<file path="config.mk">
export PLATFORM = sky130hd
export DESIGN_NAME = bbsf_ctrl
export DESIGN_NICKNAME = d
export VERILOG_FILES = /design/src/hw/rtl/bbsf_pkg.sv /design/src/hw/rtl/bbsf_ctrl.sv
export SDC_FILE = /design/constraint.sdc
export NUM_CORES = 1
export LEC_CHECK = 0
export BUFFER_PORTS_ARGS = -buffer_cell sky130_fd_sc_hd__buf_2
export CAP_MARGIN = 20
export CORE_AREA = 2 2 39 41
export CTS_CLUSTER_DIAMETER = 50
export DETAILED_ROUTE_END_ITERATION = 12
export DIE_AREA = 0 0 41 43
export SYNTH_ARGS = -nofsm -noshare
export SYNTH_HDL_FRONTEND = slang
export SYNTH_SLANG_ARGS = --single-unit
</file>
<file path="constraint.sdc">
create_clock -name aclk -period 2.9 [get_ports aclk]
set_input_delay 0.145 -clock aclk [delete_from_list [all_inputs] [get_ports aclk]]
set_output_delay 0.145 -clock aclk [all_outputs]
set_load 0.05 [all_outputs]
</file>
<file path="src/hw/rtl/bbsf_pkg.sv">
package bbsf_pkg;

    localparam int CAP_W    = 11;
    localparam int FUNC_W   = 2;
    localparam int BYTE_W   = 8;
    localparam int TOTAL_W  = 64;
    localparam int S_DATA_W = 24;
    localparam int M_DATA_W = 168;

    localparam logic [FUNC_W-1:0] FUNC_PUSH   = 2'd0;
    localparam logic [FUNC_W-1:0] FUNC_POP    = 2'd1;
    localparam logic [FUNC_W-1:0] FUNC_CLOSE  = 2'd2;
    localparam logic [FUNC_W-1:0] FUNC_STATUS = 2'd3;

    // Commands from the controller to the datapath
    typedef struct packed {
        logic capture;  // latch the incoming transaction
        logic exec;     // apply the request to the buffer state
        logic load;     // fill the result register
    } cmd_t;

endpackage

</file>
<file path="src/hw/rtl/bbsf_ctrl.sv">
module bbsf_ctrl (
    input  logic          aclk,
    input  logic          aresetn,
    input  logic          s_tvalid,
    output logic          s_tready,
    output logic          m_tvalid,
    input  logic          m_tready,
    output bbsf_pkg::cmd_t cmd
);

    import bbsf_pkg::*;

    localparam logic [1:0] ST_IDLE = 2'd0;
    localparam logic [1:0] ST_EXEC = 2'd1;
    localparam logic [1:0] ST_READ = 2'd2;
    localparam logic [1:0] ST_LOAD = 2'd3;

    logic [1:0] state_reg, state_next;
    logic       m_tvalid_reg, m_tvalid_next;
    logic       load;

    // The result register can take a new value once its old one is gone
    assign load = (state_reg == ST_LOAD) && (!m_tvalid_reg || m_tready);

    always_comb begin
        state_next = state_reg;
        unique case (state_reg)
            ST_IDLE: begin
                if (s_tvalid) begin
                    state_next = ST_EXEC;
                end
            end
            ST_EXEC: state_next = ST_READ;
            ST_READ: state_next = ST_LOAD;
            ST_LOAD: begin
                if (load) begin
                    state_next = ST_IDLE;
                end
            end
            default: state_next = ST_IDLE;
        endcase
    end

    always_comb begin
        m_tvalid_next = m_tvalid_reg;
        if (load) begin
            m_tvalid_next = 1'b1;
        end else if (m_tready) begin
            m_tvalid_next = 1'b0;
        end
    end

    always_ff @(posedge aclk) begin
        if (!aresetn) begin
            state_reg    <= ST_IDLE;
            m_tvalid_reg <= 1'b0;
        end else begin
            state_reg    <= state_next;
            m_tvalid_reg <= m_tvalid_next;
        end
    end

    assign s_tready    = (state_reg == ST_IDLE);
    assign m_tvalid    = m_tvalid_reg;
    assign cmd.capture = (state_reg == ST_IDLE) && s_tvalid;
    assign cmd.exec    = (state_reg == ST_EXEC);
    assign cmd.load    = load;

endmodule

</file>
### After elaboration in Yosys (flattened, before gate mapping)

Cells that the tools add are included.

* memories kept: 0
* output and inout port bits: 5
* word-level logic and storage cells: 19
* ROM bits: 0
* latch bits: 0
* bits in registers: 3
* memory bits (writable): 0

* equality and inequality tests: 5
* divide/modulo/power cells: 0
* $mul: 0
* multiplexer cells: 5
* order comparisons: 0
* bitwise logic cells: 0
* reductions and logical operators: 7
* shift operators: 0
* add/subtract/negate cells: 0

Operators by type and width (count)
* $pmux W2 S4: 1
* $eq A2 B2 Y1 const B: 2
* $mux W2: 2
* $ne A2 B2 Y1 const B: 2
* $eq A2 B1 Y1 const B: 1
* $logic_and A1 B1 Y1: 2
* $logic_not A2 Y1: 1
* $mux W1: 2
* $reduce_and A2 Y1: 1
* $reduce_bool A2 Y1: 1
* $logic_not A1 Y1: 1
* $logic_or A1 B1 Y1: 1

### Logic depth before layout (Yosys ltp)

* depth in word-level cells: 5
* gate-level depth with buffers: 4
* mapped depth without buffers: 4

### Least setup slack after synthesis

No wires, ideal clock.

* path kind: register -> output
* from: reg state_reg[0]
* to: out cmd[2] (netlist bit)
* path buffers: 0
* cell stages (with the launch flop): 4
* required time: 2.755 ns
* arrival time: 1.417 ns
* slack: 1.338 ns
* path through: dfxtp_1 -> inv_1 -> ha_1 -> and2_1

RTL lines
* start, declared: RTL line bbsf_ctrl.sv:18 `logic [1:0] state_reg, state_next;`
* start signal, assigned: RTL line bbsf_ctrl.sv:58 `state_reg <= state_next;`
* end, declared: RTL line bbsf_ctrl.sv:8 `output bbsf_pkg::cmd_t cmd`

==> impl_results.rst <==
.. list-table::
   :header-rows: 1

   * - Metric
     - Value
   * - Sort of element at the start of the critical path
     - flip-flop
   * - Clock-pin slew on the worst setup and hold paths
     - roughly 0.040 ns
   * - Synthesized-area fraction occupied by ao, oa, aoi and oai cells
     - 15.6%
   * - Clock insertion delay at the later pin of the skew report
     - 0.23 ns
   * - Vias after detailed routing
     - 172
   * - Worst-Margin Slew
     - 0.248 ns
   * - Count of cell types in the netlist
     - 13
   * - Simple-gate share of the synthesized area
     - between 10% and 20%
   * - Total count of max-transition violations in the final report
     - 0
   * - Critical Path End Type
     - output port
   * - Antenna violations before repair
     - 0
   * - Routed wire per std cell
     - 7.61 µm
   * - Vias in the first global route
     - 152
   * - # Max-Cap Violations
     - 0
   * - Cell types occupying the most area after synthesis
     - sky130_fd_sc_hd__dfxtp_1 (29%), sky130_fd_sc_hd__ha_1 (24%), sky130_fd_sc_hd__o21a_1 (7.2%)
   * - Fraction of final layout cells with drive strength greater than 1
     - a little under 40%
   * - Type of the worst min-delay path
     - primary input to flip-flop
   * - Time the worst path needs with I/O delays and setup
     - 1.41 ns
   * - Largest buffer count on any clock path
     - 2
   * - Cts repair resizes
     - 0
   * - Overall overflow remaining after global route
     - 0
   * - Die extent in x
     - 41 µm
   * - Worst EP arrival
     - 1.27 ns
   * - Post-CTS setup repair buffer count
     - 0
   * - Floorplan core area
     - 0.00138 mm²
   * - Most common library cell in the layout ignoring fill and taps
     - sky130_fd_sc_hd__buf_2
   * - Number of vias per cell after detailed routing
     - 3.51
   * - Highest net fanout along the worst path
     - 4
   * - Die Y-Extent
     - 43 µm
   * - Max Clk Rate
     - 709 MHz
   * - CTS tree
     - done
   * - Setup TNS Final
     - 0 ns
   * - Number of design rule violations left after detail routing
     - 0
   * - Cells after Synth
     - 22
   * - Post-route clock period utilization
     - roughly 50%
   * - Post-synth top area share
     - between 20% and 30%
   * - Number of warnings printed during yosys synthesis
     - 0
   * - Flip-flop count of the largest register after layout
     - 2
   * - Most frequent cells in the layout
     - sky130_fd_sc_hd__buf_2 (8), sky130_fd_sc_hd__ha_1 (4), sky130_fd_sc_hd__inv_1 (3), sky130_fd_sc_hd__clkbuf_4 (3), sky130_fd_sc_hd__dfxtp_1 (3)
   * - Layout Nets
     - 42
   * - Rel. slew slack
     - 83.6%
   * - Adder-cell share of the synthesized area
     - 24.0%
   * - Setup-failing EPs final
     - 0
   * - Remaining number of nets flagged by the antenna check after routing
     - 0
   * - Clock tree root buffer cell
     - sky130_fd_sc_hd__clkbuf_4
   * - Global placer's final weighted congestion
     - 0.655
   * - Area added between synthesis and finish
     - 37.7%
   * - Share of synthesized area occupied by flip-flops and latches
     - around 29%
   * - Total Routed Length
     - 373 µm
   * - Buffers on Ports
     - 8
   * - Top-level I/O count
     - 9
   * - Total global-route track usage
     - 5.92%
   * - Starting utilization of the core area
     - approximately 15%
   * - Number of detailed-route iterations in the first pass
     - 2
   * - Wire length of the first global-routing pass
     - around 610 µm
   * - Total number of placement rows
     - 14
   * - Post-synthesis average cell area
     - approximately 9.5 µm²
   * - CTS buffer count
     - 3
   * - Netlist Area Pre-Place
     - 209 µm²
   * - Library cell occupying the most area in the post-synthesis netlist
     - sky130_fd_sc_hd__dfxtp_1
   * - Combinational family with the most area after synthesis
     - adder cells
   * - Die area
     - 0.00176 mm²
   * - Initial DRC Count
     - 2
   * - Number of levels the H-tree was split into
     - 1
   * - Final setup skew
     - approximately 0.0014 ns
   * - Hold buffer count at cts
     - 0
   * - Number of storage elements in the synthesis netlist
     - 3
   * - Worst Path Required
     - 2.76 ns
   * - Synthesized netlist net count
     - 30
   * - WS Path Type
     - flip-flop to output port
   * - RSZ-0062 raised after global routing
     - false
   * - Final count of hold timing violations
     - 0
   * - Xor/xnor cell area share of the yosys netlist
     - 0%
   * - Number of diodes
     - 0
   * - Result of the run
     - completed
   * - Proportion of synthesized area in mux cells
     - under 10%
   * - TritonCTS Sinks
     - 3
   * - Pin count of the biggest net entering global routing
     - 5
==> cells in the mapped netlist <==
cell,number
sky130_fd_sc_hd__and3b_1,1
sky130_fd_sc_hd__nand2_1,2
sky130_fd_sc_hd__dfxtp_1,3
sky130_fd_sc_hd__o31a_1,1
sky130_fd_sc_hd__nor2b_1,1
sky130_fd_sc_hd__and2_1,1
sky130_fd_sc_hd__o21a_1,2
sky130_fd_sc_hd__inv_1,3
sky130_fd_sc_hd__and2b_2,1
sky130_fd_sc_hd__mux2i_1,1
sky130_fd_sc_hd__buf_4,1
sky130_fd_sc_hd__ha_1,4
sky130_fd_sc_hd__a21oi_2,1
==> kinds of logic (layout without fill, tap and decap cells) <==
kind of cell             count (synthesis)  in the layout
AO/OA/AOI/OAI                            4              4
multiplexers                             1              1
flip-flops                               3              3
AND/OR/NAND/NOR                          6              6
buffers and inverters                    4             15
adder cells (fa/ha/maj)                  4              4
==> routing by layer <==
metal,wire (µm),GRT usage (%),vias to the layer above
met5,0,0,-
met4,0,6.00,0
met3,34,6.28,0
met2,163,5.63,6
met1,175,6.41,73
li1,-,-,93
==> metrics by stage <==
step	cells	worst slack, ns	utilization, %	area, µm²	hold WS (ns)
after global routing	49	1.41	20.8	288	0.188
after floorplan	22	1.34	-	209	0.262
after global placement	45	1.70	18.9	262	0.417
final	49	1.49	20.8	288	0.181
after CTS	49	1.46	20.8	288	0.175
after detailed placement	45	1.69	18.9	262	0.424
==> layout make-up <==
type                    count  area, µm²
clock buffers               4       26.3
fillers                   162       1100
inverters                   3       11.3
multi-input cells          15        130
flip-flops and latches      3       60.1
well taps                  16       20.0
repair buffers              8       40.0
==> worst paths after layout <==
| check | start | endpoint | slack (ns) | cells past startpoint |
|---|---|---|---|---|
| setup / recovery | state_reg[0] | cmd[2] | 1.49 | 4 |
| hold / removal | aresetn | m_tvalid | 0.18 | 2 |
| setup reg to reg | state_reg[0] | state_reg[0] | 1.70 | 4 |
| hold reg to reg | state_reg[1] | state_reg[1] | 0.50 | 2 |
==> worst max-delay path, cell delays in order, from the launching register on <==
cell and delay [ns]:
sky130_fd_sc_hd__dfxtp_1 0.37, sky130_fd_sc_hd__inv_1 0.08, sky130_fd_sc_hd__ha_1 0.24, sky130_fd_sc_hd__and2_1 0.15, sky130_fd_sc_hd__buf_2 0.20
Power is not shown: default switching activity piles up to over one toggle a cycle in this logic, so the estimate is an artifact.
