### src/hw/rtl/bbsf_pkg.sv
package bbsf_pkg;

    localparam int CAP_W    = 11;
    localparam int FUNC_W   = 2;
    localparam int BYTE_W   = 8;
    localparam int TOTAL_W  = 64;
    localparam int S_DATA_W = 24;
    localparam int M_DATA_W = 168;

    localparam logic [FUNC_W-1:0] FUNC_PUSH   = 2'd0;
    localparam logic [FUNC_W-1:0] FUNC_POP    = 2'd1;
    localparam logic [FUNC_W-1:0] FUNC_CLOSE  = 2'd2;
    localparam logic [FUNC_W-1:0] FUNC_STATUS = 2'd3;

    // Commands from the controller to the datapath
    typedef struct packed {
        logic capture;  // latch the incoming transaction
        logic exec;     // apply the request to the buffer state
        logic load;     // fill the result register
    } cmd_t;

endpackage

### src/hw/rtl/bbsf_datapath.sv
module bbsf_datapath #(
    parameter int DEPTH = 1024,
    parameter int AW    = 10
) (
    input  logic                            aclk,
    input  logic                            aresetn,
    input  bbsf_pkg::cmd_t                  cmd,
    input  logic [bbsf_pkg::FUNC_W-1:0]     func,
    input  logic [bbsf_pkg::BYTE_W-1:0]     data_byte,
    input  logic [bbsf_pkg::CAP_W-1:0]      pop_count,
    input  logic [bbsf_pkg::CAP_W-1:0]      capacity_limit,
    output logic                            ram_we,
    output logic [AW-1:0]                   ram_waddr,
    output logic [bbsf_pkg::BYTE_W-1:0]     ram_wdata,
    output logic [AW-1:0]                   ram_raddr,
    input  logic [bbsf_pkg::BYTE_W-1:0]     ram_rdata,
    output logic [bbsf_pkg::M_DATA_W-1:0]   m_tdata
);

    import bbsf_pkg::*;

    localparam int SW = ((AW > CAP_W) ? AW : CAP_W) + 1;
    localparam int DepthCap = (DEPTH > 2047) ? 2047 : DEPTH;
    localparam logic [CAP_W-1:0] DEPTH_CAP = CAP_W'(DepthCap);
    localparam logic [SW-1:0]    DEPTH_S   = SW'(DEPTH);

    logic [FUNC_W-1:0]   func_reg;
    logic [BYTE_W-1:0]   byte_reg;
    logic [CAP_W-1:0]    count_reg;
    logic                accepted_reg;

    logic [AW-1:0]       head_reg, head_next;
    logic [CAP_W-1:0]    fill_reg, fill_next;
    logic [TOTAL_W-1:0]  pushed_reg, pushed_next;
    logic [TOTAL_W-1:0]  popped_reg, popped_next;
    logic                closed_reg, closed_next;
    logic                error_reg, error_next;
    logic                accepted_next;

    logic [CAP_W-1:0]    cap_eff;
    logic [SW-1:0]       addend;
    logic [SW-1:0]       sum;
    logic [SW-1:0]       wrapped;
    logic                push_ok;
    logic [CAP_W-1:0]    avail;
    logic [M_DATA_W-1:0] m_tdata_reg;

    assign cap_eff = (capacity_limit > DEPTH_CAP) ? DEPTH_CAP : capacity_limit;
    assign push_ok = (func_reg == FUNC_PUSH) && (fill_reg < cap_eff);

    // Tail slot for a push, new head for a pop within the fill; both stay below twice the depth
    assign addend  = (func_reg == FUNC_PUSH) ? SW'(fill_reg) : SW'(count_reg);
    assign sum     = SW'(head_reg) + addend;
    assign wrapped = (sum >= DEPTH_S) ? (sum - DEPTH_S) : sum;

    assign ram_we    = cmd.exec && push_ok;
    assign ram_waddr = wrapped[AW-1:0];
    assign ram_wdata = byte_reg;
    assign ram_raddr = head_reg;

    always_comb begin
        head_next     = head_reg;
        fill_next     = fill_reg;
        pushed_next   = pushed_reg;
        popped_next   = popped_reg;
        closed_next   = closed_reg;
        error_next    = error_reg;
        accepted_next = accepted_reg;
        if (cmd.exec) begin
            accepted_next = 1'b0;
            unique case (func_reg)
                FUNC_PUSH: begin
                    if (push_ok) begin
                        fill_next     = fill_reg + CAP_W'(1);
                        pushed_next   = pushed_reg + TOTAL_W'(1);
                        accepted_next = 1'b1;
                    end
                end
                FUNC_POP: begin
                    if (count_reg > fill_reg) begin
                        error_next = 1'b1;
                    end else begin
                        head_next     = wrapped[AW-1:0];
                        fill_next     = fill_reg - count_reg;
                        popped_next   = popped_reg + TOTAL_W'(count_reg);
                        accepted_next = 1'b1;
                    end
                end
                FUNC_CLOSE: closed_next = 1'b1;
                FUNC_STATUS: ;
                default: ;
            endcase
        end
    end

    always_ff @(posedge aclk) begin
        if (!aresetn) begin
            head_reg   <= '0;
            fill_reg   <= '0;
            pushed_reg <= '0;
            popped_reg <= '0;
            closed_reg <= 1'b0;
            error_reg  <= 1'b0;
        end else begin
            head_reg   <= head_next;
            fill_reg   <= fill_next;
            pushed_reg <= pushed_next;
            popped_reg <= popped_next;
            closed_reg <= closed_next;
            error_reg  <= error_next;
        end
    end

    always_ff @(posedge aclk) begin
        accepted_reg <= accepted_next;
        if (cmd.capture) begin
            func_reg  <= func;
            byte_reg  <= data_byte;
            count_reg <= pop_count;
        end
    end

    assign avail = (cap_eff > fill_reg) ? (cap_eff - fill_reg) : '0;

    always_ff @(posedge aclk) begin
        if (cmd.load) begin
            m_tdata_reg <= {5'b0,
                            error_reg,
                            closed_reg && (fill_reg == '0),
                            closed_reg,
                            popped_reg,
                            pushed_reg,
                            avail,
                            fill_reg,
                            (fill_reg != '0) ? ram_rdata : {BYTE_W{1'b0}},
                            fill_reg != '0,
                            accepted_reg};
        end
    end

    assign m_tdata = m_tdata_reg;

endmodule

### config.mk
export PLATFORM = sky130hd
export DESIGN_NAME = bbsf_datapath
export DESIGN_NICKNAME = d
export VERILOG_FILES = /design/src/hw/rtl/bbsf_pkg.sv /design/src/hw/rtl/bbsf_datapath.sv
export SDC_FILE = /design/constraint.sdc
export NUM_CORES = 1
export LEC_CHECK = 0
export BUFFER_PORTS_ARGS = -buffer_cell sky130_fd_sc_hd__buf_2
export CAP_MARGIN = 20
export CORE_AREA = 4 4 164 166
export CTS_CLUSTER_SIZE = 25
export DETAILED_ROUTE_END_ITERATION = 8
export DIE_AREA = 0 0 168 170
export PLACE_DENSITY = 0.84
export SETUP_SLACK_MARGIN = 0.4
export SLEW_MARGIN = 30
export SYNTH_ARGS = -nofsm -noshare
export SYNTH_HDL_FRONTEND = slang
export SYNTH_SLANG_ARGS = --single-unit
### constraint.sdc
create_clock -name aclk -period 5.91 [get_ports aclk]
set_clock_uncertainty 0.2 [all_clocks]
set_input_delay 1.4775 -clock aclk [delete_from_list [all_inputs] [get_ports aclk]]
set_output_delay 1.4775 -clock aclk [all_outputs]
set_load 0.005 [all_outputs]
Yosys cells after proc, flatten, opt, wreduce, memory -nomap -nowiden --
Index checks and enable logic that the tools add are counted.
Storage, ports and cells: flip-flop bits (word level) 336, bits in latches 0, memory bits (writable) 0, memory bits (read-only) 0, input bits 45, output and inout port bits 197, word-level logic and storage cells 51, memories 0
Cells by class: add/sub/neg operators 7, multipliers 0, divide/modulo/power cells 0, magnitude comparators 5, equality and inequality tests 4, shift operators 0, muxes and demuxes 9, bitwise logic cells 1, reductions and logical operators 12
Operators by type and width (count):
- $add A64 B1 Y64 const B | 1
- $add A64 B11 Y64 | 1
- $mux W11 | 4
- $gt A11 B11 Y1 | 2
- $pmux W11 S2 | 1
- $sub A11 B11 Y11 | 2
- $add A10 B11 Y12 | 1
- $ge A12 B11 Y1 const B | 1
- $add A11 B1 Y11 const B | 1
- $gt A11 B11 Y1 const B | 1
- $logic_not A11 Y1 | 1
- $lt A11 B11 Y1 | 1
- $reduce_bool A11 Y1 | 1
- $mux W10 | 1
- $sub A10 B1 Y10 const B | 1
- $reduce_and A3 Y1 | 3
- $ne A2 B2 Y1 const B | 2
- $reduce_and A4 Y1 | 1
- $logic_and A1 B1 Y1 | 3
- $eq A2 B1 Y1 const B | 1
- $eq A2 B2 Y1 const B | 1
- $logic_not A2 Y1 | 1
- $mux W1 | 2
- $pmux W1 S2 | 1
- 3 further kinds | 3

Depth between registers and ports, before layout --
word-level depth 6, depth in mapped cells 12, gate-level depth less buffers 11

Worst setup path before layout --
Ideal clock, no wire load.
path type input-to-output, start input port capacity_limit[9] (netlist name), end output port ram_we, arrival time 3.028 ns, data required time 4.233 ns, path slack 1.204 ns, stages 8, path buffers 0, cells stage by stage nor2b_1 ha_1 nand4_1 o311ai_1 nor2_1 o21a_1 nor2_4 inv_2
Between the ends: word-level cells in the longest chain between the ends 5
RTL lines:
- start: declaration | line bbsf_datapath.sv:11 | input logic [bbsf_pkg::CAP_W-1:0] capacity_limit,
- $gt A11 B11 Y1 | line bbsf_datapath.sv:48 | assign cap_eff = (capacity_limit > DEPTH_CAP) ? DEPTH_CAP : capacity_limit;
- $mux W11 * | line bbsf_datapath.sv:48
- $lt A11 B11 Y1 * | line bbsf_datapath.sv:49 | assign push_ok = (func_reg == FUNC_PUSH) && (fill_reg < cap_eff);
- $logic_and A1 B1 Y1 * | line bbsf_datapath.sv:49
- $logic_and A1 B1 Y1 * | line bbsf_datapath.sv:56 | assign ram_we = cmd.exec && push_ok;
- end: declaration | line bbsf_datapath.sv:12 | output logic ram_we,
Mark *: on every way between the ends. The rest lies on a longest branch, timed or not.

Worst setup path after layout --
start register func_reg[0], end output port ram_waddr[8]
Between the ends: word-level cells in the longest chain between the ends 5, elaborated cells on any way between the ends 6
RTL lines:
- start: declaration | line bbsf_datapath.sv:27 | logic [FUNC_W-1:0] func_reg;
- start signal: assignment | line bbsf_datapath.sv:117 | func_reg <= func;
- $logic_not A2 Y1 * | line bbsf_datapath.sv:52 | assign addend = (func_reg == FUNC_PUSH) ? SW'(fill_reg) : SW'(count_reg);
- $mux W11 * | line bbsf_datapath.sv:52
- $add A10 B11 Y12 * | line bbsf_datapath.sv:53 | assign sum = SW'(head_reg) + addend;
- $sub A10 B1 Y10 / $ge A12 B11 Y1 (equally long branches) | line bbsf_datapath.sv:54 | assign wrapped = (sum >= DEPTH_S) ? (sum - DEPTH_S) : sum;
- $mux W10 * | line bbsf_datapath.sv:54
- end: declaration | line bbsf_datapath.sv:13 | output logic [AW-1:0] ram_waddr,
Marked as above.

==> results.cfg <==
[clock_network]
cts.sinks = 336
root_buffer = clkbuf_16
hold_buffers = 0
cts_tree = yes
cts_buffers = 35
cts_max_level = 2
post_cts_resized = 0
clk_pin_slew_ns = 0.06
clk_latency_ns = 0.51
post_cts_buffers = 0
cts_buffer_depth = 3

[logic_synthesis]
synth.top_cells.by_area = edfxtp_1 (36%), dfxtp_1 (20%), ha_1 (3.7%), nand2_1 (3.5%), a21oi_1 (2.8%)
synth_cell_types = 83
ys.warnings.count = 0
synth_async_sr_flop_share = 0
ys_ff_latch = 336
yosys.area.top_type_share = 0.364
syn_avg_cell_area_um2 = 10.9
synth_seq_area_share = 0.563
synth_edf_count = 185
ys.flop_type = edfxtp_1
synth_top_area_cell = edfxtp_1
syn_inst = 1397
synth_area_um2 = 15200

[sta]
period_minus_slack_ns = 5.40
slew_headroom = 0.324
post-route-period-util = 0.914
final.setup.tns_ns = 0
rsz0062_at_grt = no
worst_slew_pin_slew_ns = 1.01
max_freq_ghz = 0.185
slew_violations = 0
finalSetupViolCount = 0
hold_violations = 0

[power_and_ir_drop]
power.share.combinational = 0.067
switchingPower_mw = 1.14
peakVddDrop_mv = 0.227
p_leak_nw = 7.18
clockPowerShare = 0.448
p_int_mw = 4.14
swShare = 0.217
pwr-share-seq = 0.485
p_per_area_nw_per_um2 = 295

[critical_path]
arrival_ns = 3.72
critPathKind = reg2out
worstPathMaxFanout = 19
worstPathRequired_ns = 4.23
startpoint_type = flip-flop
endpoint_kind = primary output

[global_route]
grt_pass1_wl_um = 58100
antenna_found_initial = 0
grt_start_max_net_pins = 164
grt.overflow.total = 0
track_usage = 0.247
grt_pass1_vias = 11404

[detailed_routing]
drt_iter0_markers = 1041
vias_per_cell = 6.09
drc_errors = 0
routed_wl_um = 36800
firstDrtPassIters = 6
ant_nets = 0
wire_per_inst_um = 18.6
num_vias = 12068

[floorplan]
die_height_um = 170
boundaryPins = 242
core_um2 = 25600
row_count = 59
initial_utilization = 0.595
die_w_um = 168
die_area_um2 = 28600

[finish]
final_common_cell = buf_2
fin_area_um2 = 17900
final_core_util = 0.700
drive_gt1_frac = 0.205
largest_reg_flops = 163
diodes = 0
stdcell_count = 1982
areaGrowthSynthToFinish_pct = 17.6
layout_common_cells = buf_2 (234), edfxtp_1 (185), dfxtp_1 (151)
layout.nets = 1714

[placement]
dpl-instance-area_um2 = 16700
gp_congestion = 0.915
place_inst = 1918
port_buffers = 236
hpwl_um = 24700

[flow_run]
maxCapViolations = 0

[hold_path]
hp-class = reg2reg

[outcome]
outcome = complete, no violations
==> cell type report <==
class                   instances  area [um2]
well taps                     335         419
multi-input cells             951        6220
clock buffers                  45         966
flip-flops and latches        336        8580
fillers                      1823        7690
repair buffers                243        1250
clock inverters                19         287
inverters                      53         201
==> synthesized netlist by cell type, drive strengths merged (7+ instances only) <==
master,n
a211oi,13
or4,19
inv,53
o2111ai,10
nand3b,7
buf,18
o41ai,14
nand3,45
and3,26
nor2,91
o311ai,14
a21oi,87
xnor2,35
nor3,19
nor4,16
o21ai,50
nand4,39
o31ai,9
clkbuf,43
o21a,7
nor2b,15
dfxtp,151
nand2b,49
nand2,143
o211ai,22
or3,24
xor2,21
and2,10
ha,45
mux2i,35
edfxtp,185
a21o,11
==> per-stage QoR <==
| stage | total power [mW] | hold slack, ns | setup WS (ns) |
|---|---|---|---|
| after global routing | 5.45 | 0.237 | 0.401 |
| after floorplan | 2.81 | 0.200 | 1.20 |
| after CTS | 5.32 | 0.226 | 0.532 |
| after detailed placement | 2.96 | 0.220 | 0.577 |
| final | 5.28 | 0.225 | 0.510 |
| after global placement | 2.95 | 0.212 | 0.750 |
==> routing by layer <==
metal	up-vias	wire length (um)	global-route usage
met1	5807	15300	0.332
li1	5650	-	-
met5	-	0	0
met3	94	2640	0.0437
met4	0	1090	0.0875
met2	517	17700	0.407
==> critical path: stages, from the launching register on <==
cell      delay [ns]
edfxtp_1        0.49
nor2_4          0.44
mux2_2          0.40
ha_1            0.21
fa_1            0.42
a21o_1          0.19
a211oi_1        0.25
nor2_1          0.10
o41ai_1         0.32
xnor2_1         0.21
buf_2           0.17
==> path summary, 6_finish.rpt <==
path,from,to,slack [ns],cells after the start
worst min-delay path,error_reg,m_tdata[162],0.22,0
worst min register to register,error_reg,m_tdata[162],0.22,0
worst max register to register,count_reg[1],fill_reg[6],2.21,10
worst max-delay path,func_reg[0],ram_waddr[8],0.51,10
==> power groups by stage <==
stage | registers, mW | clock network [mW] | logic, mW
floorplan | 2.61 | 0 | 0.195
global placement | 2.61 | 0 | 0.340
detailed placement | 2.61 | 0 | 0.350
CTS | 2.56 | 2.40 | 0.355
global route | 2.57 | 2.49 | 0.393
finish | 2.56 | 2.36 | 0.354
==> logic make-up after synthesis <==
group,share of synthesized area
mux,0.0237
flops,0.563
other cells,0.000246
compound gates,0.130
buf+inv,0.0308
simple gates,0.178
xor+xnor,0.0322
fa+ha+maj,0.0422
Power figures use the tool's default switching activity.
